**config.mk**
```make
export PLATFORM = sky130hd
export DESIGN_NAME = clng_ctrl
export DESIGN_NICKNAME = d
export VERILOG_FILES = /design/src/design/clng_pkg.sv /design/src/design/clng_ctrl.sv
export SDC_FILE = /design/constraint.sdc
export NUM_CORES = 1
export LEC_CHECK = 0
export ABC_AREA = 1
export BUFFER_PORTS_ARGS = -buffer_cell sky130_fd_sc_hd__clkbuf_2
export CAP_MARGIN = 20
export CORE_MARGIN = 4
export CORE_UTILIZATION = 40
export DETAILED_ROUTE_END_ITERATION = 6
export GPL_ROUTABILITY_DRIVEN = 1
export GPL_TIMING_DRIVEN = 0
export HOLD_SLACK_MARGIN = 0.02
export SLEW_MARGIN = 5
export SYNTH_ARGS = -nofsm -noshare
export SYNTH_HDL_FRONTEND = slang
export SYNTH_SLANG_ARGS = --single-unit
```
**constraint.sdc**
```tcl
create_clock -name clk -period 4.1 [get_ports clk]
set_input_delay 0.82 -clock clk [delete_from_list [all_inputs] [get_ports clk]]
set_output_delay 0.82 -clock clk [all_outputs]
set_load 0.005 [all_outputs]
```
**src/design/clng_pkg.sv**
```systemverilog
`timescale 1ns / 1ps
`default_nettype none
// ----------------------------------------------------------------------------
// clng_pkg
// Shared types and constants for the cell-list neighbor grid.
// ----------------------------------------------------------------------------
package clng_pkg;

  // item modes
  localparam logic [2:0] MODE_DEPART = 3'd0;
  localparam logic [2:0] MODE_ARRIVE = 3'd1;
  localparam logic [2:0] MODE_ROW    = 3'd2;
  localparam logic [2:0] MODE_COL    = 3'd3;
  localparam logic [2:0] MODE_QUERY  = 3'd4;

  // configuration register indexes
  localparam logic [2:0] CFG_MAP_EN    = 3'd0;
  localparam logic [2:0] CFG_ORIGIN_X  = 3'd1;
  localparam logic [2:0] CFG_ORIGIN_Y  = 3'd2;
  localparam logic [2:0] CFG_CELL_EDGE = 3'd3;
  localparam logic [2:0] CFG_GRID_W    = 3'd4;
  localparam logic [2:0] CFG_GRID_H    = 3'd5;

  // configuration reset values and dimension bounds
  localparam logic [30:0] CELL_EDGE_RST = 31'd65536;
  localparam logic [6:0]  DIM_MAX       = 7'd64;
  localparam logic [6:0]  DIM_MIN       = 7'd1;

  // divider steps, one quotient bit each
  localparam int unsigned DIV_STEPS = 32;

  // last neighbor offset index along one axis
  localparam logic [1:0] NB_LAST = 2'd2;

  typedef enum logic [1:0] {
    AM_POINT = 2'd0,
    AM_ROW   = 2'd1,
    AM_COL   = 2'd2,
    AM_NEIGH = 2'd3
  } addr_mode_t;

  typedef struct packed {
    logic               map_en;
    logic signed [31:0] origin_x;
    logic signed [31:0] origin_y;
    logic [30:0]        cell_edge;
    logic [6:0]         wdim;
    logic [6:0]         hdim;
  } cfg_t;

  typedef struct packed {
    logic       load;
    logic       cap_x;
    logic       cap_y;
    addr_mode_t am;
    logic [6:0] k;
    logic [1:0] nx;
    logic [1:0] ny;
    logic       rd;
    logic       wr;
    logic       acc;
    logic       clr_wr;
    logic       out_load;
    logic       out_oor;
  } ctrl_cmd_t;

  typedef struct packed {
    logic       div_done;
    logic       en;
    logic [2:0] mode;
    logic       addr_ok;
    logic       last;
    logic       clr_last;
    logic       out_free;
  } ctrl_stat_t;

endpackage
`default_nettype wire

```
**src/design/clng_ctrl.sv**
```systemverilog
`timescale 1ns / 1ps
`default_nettype none
// ----------------------------------------------------------------------------
// clng_ctrl
// Sequencer: clearing sweep, coordinate division, cell walk and result.
// ----------------------------------------------------------------------------
module clng_ctrl (
  input  wire logic                 clk,
  input  wire logic                 rst,
  input  wire logic                 in_valid,
  output logic                      in_stall,
  input  wire clng_pkg::ctrl_stat_t stat,
  output clng_pkg::ctrl_cmd_t       cmd
);
  import clng_pkg::*;

  typedef enum logic [8:0] {
    S_CLEAR = 9'b000000001,
    S_IDLE  = 9'b000000010,
    S_XDIV  = 9'b000000100,
    S_YDIV  = 9'b000001000,
    S_EVAL  = 9'b000010000,
    S_RD    = 9'b000100000,
    S_WR    = 9'b001000000,
    S_ACC   = 9'b010000000,
    S_OUT   = 9'b100000000
  } state_t;

  state_t     state;
  state_t     state_next;
  logic [6:0] k;
  logic [6:0] k_next;
  logic [1:0] nx;
  logic [1:0] nx_next;
  logic [1:0] ny;
  logic [1:0] ny_next;
  logic       oor_flag;
  logic       oor_flag_next;

  always_ff @(posedge clk) begin
    if (rst) begin
      state    <= S_CLEAR;
      k        <= '0;
      nx       <= '0;
      ny       <= '0;
      oor_flag <= 1'b0;
    end else begin
      state    <= state_next;
      k        <= k_next;
      nx       <= nx_next;
      ny       <= ny_next;
      oor_flag <= oor_flag_next;
    end
  end

  assign in_stall = (state != S_IDLE);

  always_comb begin
    cmd           = '0;
    state_next    = state;
    k_next        = k;
    nx_next       = nx;
    ny_next       = ny;
    oor_flag_next = oor_flag;

    case (stat.mode)
      MODE_ROW:   cmd.am = AM_ROW;
      MODE_COL:   cmd.am = AM_COL;
      MODE_QUERY: cmd.am = (state == S_EVAL) ? AM_POINT : AM_NEIGH;
      default:    cmd.am = AM_POINT;
    endcase
    cmd.k  = k;
    cmd.nx = nx;
    cmd.ny = ny;

    case (state)
      S_CLEAR: begin
        cmd.clr_wr = 1'b1;
        if (stat.clr_last) begin
          state_next = S_IDLE;
        end
      end
      S_IDLE: begin
        if (in_valid) begin
          cmd.load   = 1'b1;
          k_next     = '0;
          nx_next    = '0;
          ny_next    = '0;
          state_next = S_XDIV;
        end
      end
      S_XDIV: begin
        if (stat.div_done) begin
          cmd.cap_x  = 1'b1;
          state_next = S_YDIV;
        end
      end
      S_YDIV: begin
        if (stat.div_done) begin
          cmd.cap_y  = 1'b1;
          state_next = S_EVAL;
        end
      end
      S_EVAL: begin
        // row and column inserts check their first cell only
        if (!stat.en || (stat.mode > MODE_QUERY)) begin
          oor_flag_next = 1'b0;
          state_next    = S_OUT;
        end else if (!stat.addr_ok) begin
          oor_flag_next = 1'b1;
          state_next    = S_OUT;
        end else begin
          oor_flag_next = 1'b0;
          state_next    = S_RD;
        end
      end
      S_RD: begin
        if (stat.addr_ok) begin
          cmd.rd     = 1'b1;
          state_next = (stat.mode == MODE_QUERY) ? S_ACC : S_WR;
        end else if (stat.last) begin
          state_next = S_OUT;
        end else begin
          k_next  = 7'(k + 7'd1);
          nx_next = (nx == NB_LAST) ? 2'd0 : 2'(nx + 2'd1);
          ny_next = (nx == NB_LAST) ? 2'(ny + 2'd1) : ny;
        end
      end
      S_WR, S_ACC: begin
        cmd.wr  = (state == S_WR);
        cmd.acc = (state == S_ACC);
        if (stat.last) begin
          state_next = S_OUT;
        end else begin
          k_next     = 7'(k + 7'd1);
          nx_next    = (nx == NB_LAST) ? 2'd0 : 2'(nx + 2'd1);
          ny_next    = (nx == NB_LAST) ? 2'(ny + 2'd1) : ny;
          state_next = S_RD;
        end
      end
      S_OUT: begin
        if (stat.out_free) begin
          cmd.out_load = 1'b1;
          cmd.out_oor  = oor_flag;
          state_next   = S_IDLE;
        end
      end
      default: begin
        state_next = S_IDLE;
      end
    endcase
  end

endmodule
`default_nettype wire

```
**Word-level counts from Yosys, hierarchy flattened**

Cells that the tools add are included.

- Register bits after elaboration: 21
- Latch bits: 0
- Bits in writable memories: 0
- Bits in read-only memories: 0
- Bits of input ports: 12
- Logic and storage cells: 76
- Memories: 0

- $add $sub $neg: 3
- $mul: 0
- Div/mod/pow operators: 0
- Magnitude comparators: 1
- Eq/ne operators: 21
- Shifts and indexed selects: 0
- Muxes and demuxes: 40
- Bitwise operators: 0
- Reductions and logical operators: 6

Operators by type and width:

| cell | count |
|---|---|
| 9-bit two-way mux | 10 |
| 9-bit case mux with 8 select lines | 1 |
| 2-bit two-way mux | 11 |
| 7-bit two-way mux | 3 |
| 7-bit case mux with 3 select lines | 1 |
| 2-bit case mux with 3 select lines | 3 |
| 2-bit inequality test (second input constant) | 6 |
| 1-bit two-way mux | 10 |
| 9-bit by 1-bit equality test with 1-bit output (second input constant) | 1 |
| 9-bit by 2-bit equality test with 1-bit output (second input constant) | 1 |
| 9-bit by 3-bit equality test with 1-bit output (second input constant) | 1 |
| 9-bit by 4-bit equality test with 1-bit output (second input constant) | 1 |
| 9-bit by 5-bit equality test with 1-bit output (second input constant) | 1 |
| 9-bit by 6-bit equality test with 1-bit output (second input constant) | 1 |
| 9-bit by 7-bit equality test with 1-bit output (second input constant) | 1 |
| 9-bit by 8-bit equality test with 1-bit output (second input constant) | 1 |
| 9-bit equality test (second input constant) | 1 |
| 9-bit by 2-bit inequality test with 1-bit output (second input constant) | 1 |
| 8-bit two-way mux | 1 |
| 7-bit by 1-bit adder with 7-bit output (second input constant) | 1 |
| 3-bit by 2-bit equality test with 1-bit output (second input constant) | 2 |
| 6-bit AND reduction | 1 |
| 2-bit by 1-bit adder with 2-bit output (second input constant) | 2 |
| 3-bit equality test (second input constant) | 1 |
| 8 further kinds | 8 |

**Longest topological paths before layout**

- Word-level depth: 5
- Depth in mapped cells: 11
- Mapped depth without buffers: 11

**Worst setup path after synthesis**

OpenSTA, ideal clock, no wires.

- Path kind: input port to output port
- Start point: in stat[5] (netlist name)
- End point: out cmd[17] (netlist name)
- Arrival time: 1.270 ns
- Required time: 3.280 ns
- Path slack: 2.010 ns
- Cell stages on the path: 3
- Path buffers: 0
- Cells stage by stage: nor3_1 -> nand2_1 -> o21ai_0

RTL lines:

| element | line | source |
|---|---|---|
| from (decl) | clng_ctrl.sv:12 | `input wire clng_pkg::ctrl_stat_t stat,` |
| to (decl) | clng_ctrl.sv:13 | `output clng_pkg::ctrl_cmd_t cmd` |

==> run summary <==
Outcome -> complete, no violations
Worst path max stage delay -> 360 ps
Accumulated negative setup slack -> 0 ps
Number of DRC violations after detailed-routing iteration 0 -> 88
Type of element capturing the critical path -> output pin
CTS buffer count -> 3
Post-detailed-route DRC marker count -> 0
Worst slew pin tran -> 435.1 ps
Internal power component -> 0.2935 mW
Met2 global-route usage -> 24.18%
Post-layout instance area -> 1668 µm²
Synthesized flop and latch total -> 21
Number of setup violations in the final report -> 0
Netlist Area Pre-Place -> 1418 µm²
Critical path type -> flop to output pin
Number of cells on the worst hold path -> 2
Top-level port count -> 35
Final estimated routing congestion in global placement -> 0.7933
Worst-case clock buffer depth -> 2
Total vias in the final route -> 1421
Total power divided by cell area -> 265.6 nW/µm²
Share of the yosys chip area belonging to registers -> 29.66%
CP max FO -> 7
Unique masters post-synth -> 30
Hold Buf Count CTS -> 0
Data arrival time of the critical path -> 1640 ps
Final HPWL DP -> 2581 µm
Pins Over Slew Limit -> 0
Commonest cells after routing, fill and taps aside -> sky130_fd_sc_hd__nand2_1 (51), sky130_fd_sc_hd__nor2_1 (47), sky130_fd_sc_hd__clkbuf_2 (33)
Sequence of cells on the critical path -> inv_2 -> nand2_2 -> nor2_8 -> inv_2 -> nor2_1 -> inv_2 -> nand2_1 -> o21ai_0 -> clkbuf_2
Number of instances in the synthesized netlist -> 226
Achievable clock frequency -> 0.4073 GHz
Min cycle time layout -> 2455 ps
Via count normalized by instance count -> 4.599
Buffer count from post-CTS setup fixing -> 0
CP startpoint kind -> flop
Commonest non-fill, non-tap cell in the layout -> sky130_fd_sc_hd__nand2_1
Busiest metal layer after global routing -> met2
Num Clock Sinks -> 21
Maximum level of the CTS H-tree -> 1
Gr ovfl total -> 0
Via count of the first global-routing pass -> 1266
Die Y -> 67.53 µm
Post-route worst hold slack -> 513.0 ps
Pin count of the biggest net entering global routing -> 13
Highest-delay cell along the critical path -> sky130_fd_sc_hd__dfxtp_1
Number of cell instances on the worst register-to-register path -> 8
Share of cells above drive strength 1 -> 23.57%
Number of rows in the core area -> 21
Root buf cell -> sky130_fd_sc_hd__clkbuf_4
Clk pin slew, worst setup/hold paths -> 130 ps
Number of antenna violations at the first check in global routing -> 0
Hold Fails Final Rpt -> 0
1st-pass router iterations -> 4
Power share of the combinational group -> 24.5%
Reported leakage power -> 0.8730 nW
Post-Route Skew -> 9.223 ps
Part of the total power dissipated in the clock network -> 23.9%
Insertion delay to the later sink of the worst-skew pair -> 320 ps
Detail-routed net length per standard cell -> 10.30 µm
Post-Syn Area per Cell -> 6.273 µm²
Post-synth top area cell -> sky130_fd_sc_hd__dfxtp_1
Die extent in x -> 67.53 µm
Worst path required time -> 3280 ps
Number of maximum-capacitance violations -> 0
Class of the worst hold path -> flop to flop
Minimum setup slack in the final design -> 1645 ps
Switching power summed over all nets -> 0.1495 mW
Final routed wirelength across all metal layers -> 3182 µm
Placement Cell Area -> 1640 µm²
Count of buffers from port buffering -> 33
Area overhead of the layout relative to synthesis -> 17.65%
Period utilisation layout -> 59.88%
Remaining antenna violation count after routing -> 0
Die Outline Area -> 4560 µm²
Synth Warn # -> 0
IR drop worst, VDD -> 0.1004 mV
Dpl ws -> 1707 ps
Cell seen most often among critical-path stages -> sky130_fd_sc_hd__inv_2
Non-filler cells, final -> 309
Clock tree from TritonCTS -> done
Max_slew headroom -> 71.00%
Antenna diode instance count -> 0
Layout net count -> 277
Seq pwr share -> 51.5%
PostCTS Resize Cnt -> 0
Total routing usage reported by global routing -> 15.73%
Core Region -> 3390 µm²
RSZ-0062 raised after global routing -> no
Switching part of the total power -> 33.75%
Synth area leaders -> sky130_fd_sc_hd__dfxtp_1 (30%), sky130_fd_sc_hd__nand2_1 (14%), sky130_fd_sc_hd__nor2_1 (12%)
Global-route track usage on met1 -> 22.16%
Number of placed instances with taps included -> 305
Synthesized Nets -> 239
Global-route wire length before repair -> 5485 µm
Initial core utilization -> 41.82%
Synth top area share -> 29.66%
Met3 Resource Use GR -> 1.997%
## cells by family (layout without fill, tap and decap cells)
group,after synthesis,in the layout,share of synthesized area (%)
simple gates,146,146,49.25
buf+inv,39,76,10.94
flops,21,21,29.66
compound gates,17,17,8.033
xor+xnor,2,2,1.236
fa+ha+maj,1,1,0.8825
## final timing paths
path,slack [ps],end,startpoint
setup / recovery,1640,cmd[17],state[3]$_SDFFE_PP0P_
hold / removal,510,k[1]$_SDFFE_PP0P_,k[1]$_SDFFE_PP0P_
setup reg to reg,2530,k[5]$_SDFFE_PP0P_,state[3]$_SDFFE_PP0P_
hold reg to reg,510,k[1]$_SDFFE_PP0P_,k[1]$_SDFFE_PP0P_
## synth_stat cells
| cell type | number |
|---|---|
| sky130_fd_sc_hd__a21oi_1 | 6 |
| sky130_fd_sc_hd__a21oi_4 | 1 |
| sky130_fd_sc_hd__a31oi_1 | 1 |
| sky130_fd_sc_hd__and3_1 | 1 |
| sky130_fd_sc_hd__buf_2 | 1 |
| sky130_fd_sc_hd__buf_6 | 1 |
| sky130_fd_sc_hd__clkbuf_1 | 1 |
| sky130_fd_sc_hd__dfxtp_1 | 21 |
| sky130_fd_sc_hd__ha_1 | 1 |
| sky130_fd_sc_hd__inv_1 | 30 |
| sky130_fd_sc_hd__inv_2 | 6 |
| sky130_fd_sc_hd__nand2_1 | 51 |
| sky130_fd_sc_hd__nand2_2 | 5 |
| sky130_fd_sc_hd__nand2_4 | 2 |
| sky130_fd_sc_hd__nand3_1 | 18 |
| sky130_fd_sc_hd__nand3_2 | 2 |
| sky130_fd_sc_hd__nand3_4 | 2 |
| sky130_fd_sc_hd__nand3b_1 | 3 |
| sky130_fd_sc_hd__nand4_1 | 5 |
| sky130_fd_sc_hd__nor2_1 | 47 |
| sky130_fd_sc_hd__nor2_2 | 2 |
| sky130_fd_sc_hd__nor2_8 | 1 |
| sky130_fd_sc_hd__nor3_1 | 5 |
| sky130_fd_sc_hd__nor3b_1 | 1 |
| sky130_fd_sc_hd__o211ai_1 | 1 |
| sky130_fd_sc_hd__o21a_1 | 1 |
| sky130_fd_sc_hd__o21ai_0 | 6 |
| sky130_fd_sc_hd__o21ai_4 | 1 |
| sky130_fd_sc_hd__or2_2 | 1 |
| sky130_fd_sc_hd__xor2_1 | 2 |
## per-stage QoR
step	utilization, %	power [mW]
after global routing	49.21	0.4761
after global placement	48.39	0.3415
after floorplan	-	0.3081
after detailed placement	48.39	0.3425
final	49.21	0.4430
after CTS	49.21	0.4508
## final cells by class
| type | count | area [µm²] |
|---|---|---|
| fill | 376 | 1722 |
| multi-input combinational | 166 | 842.1 |
| sequential | 21 | 420.4 |
| timing repair buffer | 33 | 165.2 |
| inverter | 36 | 135.1 |
| tap | 46 | 57.56 |
| clock buffer | 3 | 22.52 |
| buffer | 3 | 20.02 |
| clock inverter | 1 | 5.005 |
## critical path, delay by kind of cell (launching register included)
kind,cells,cell delay [ps]
compound gates,1,80
buf+inv,4,310
flops,1,360
simple gates,4,580
## sequential cells by signal (all words and copies together) (netlist names)
signal,count
nx,2
state,9
k,7
oor_flag,1
ny,2
## metal layers
layer / wire [µm] / up-vias
li1: - / 786
met1: 1679 / 598
met2: 1321 / 32
met3: 140 / 5
met4: 41 / 0
met5: 0 / -
## power by group through the flow
stage          Sequential (mW)  Combinational, mW  Clock [mW]
4_1_cts                  0.228              0.110       0.112
6_report                 0.228              0.109       0.106
5_1_grt                  0.230              0.125       0.121
2_1_floorplan            0.231             0.0768           0
3_5_place_dp             0.232              0.110           0
3_3_place_gp             0.232              0.109           0
No activity file was read; power rests on OpenSTA's default activity.
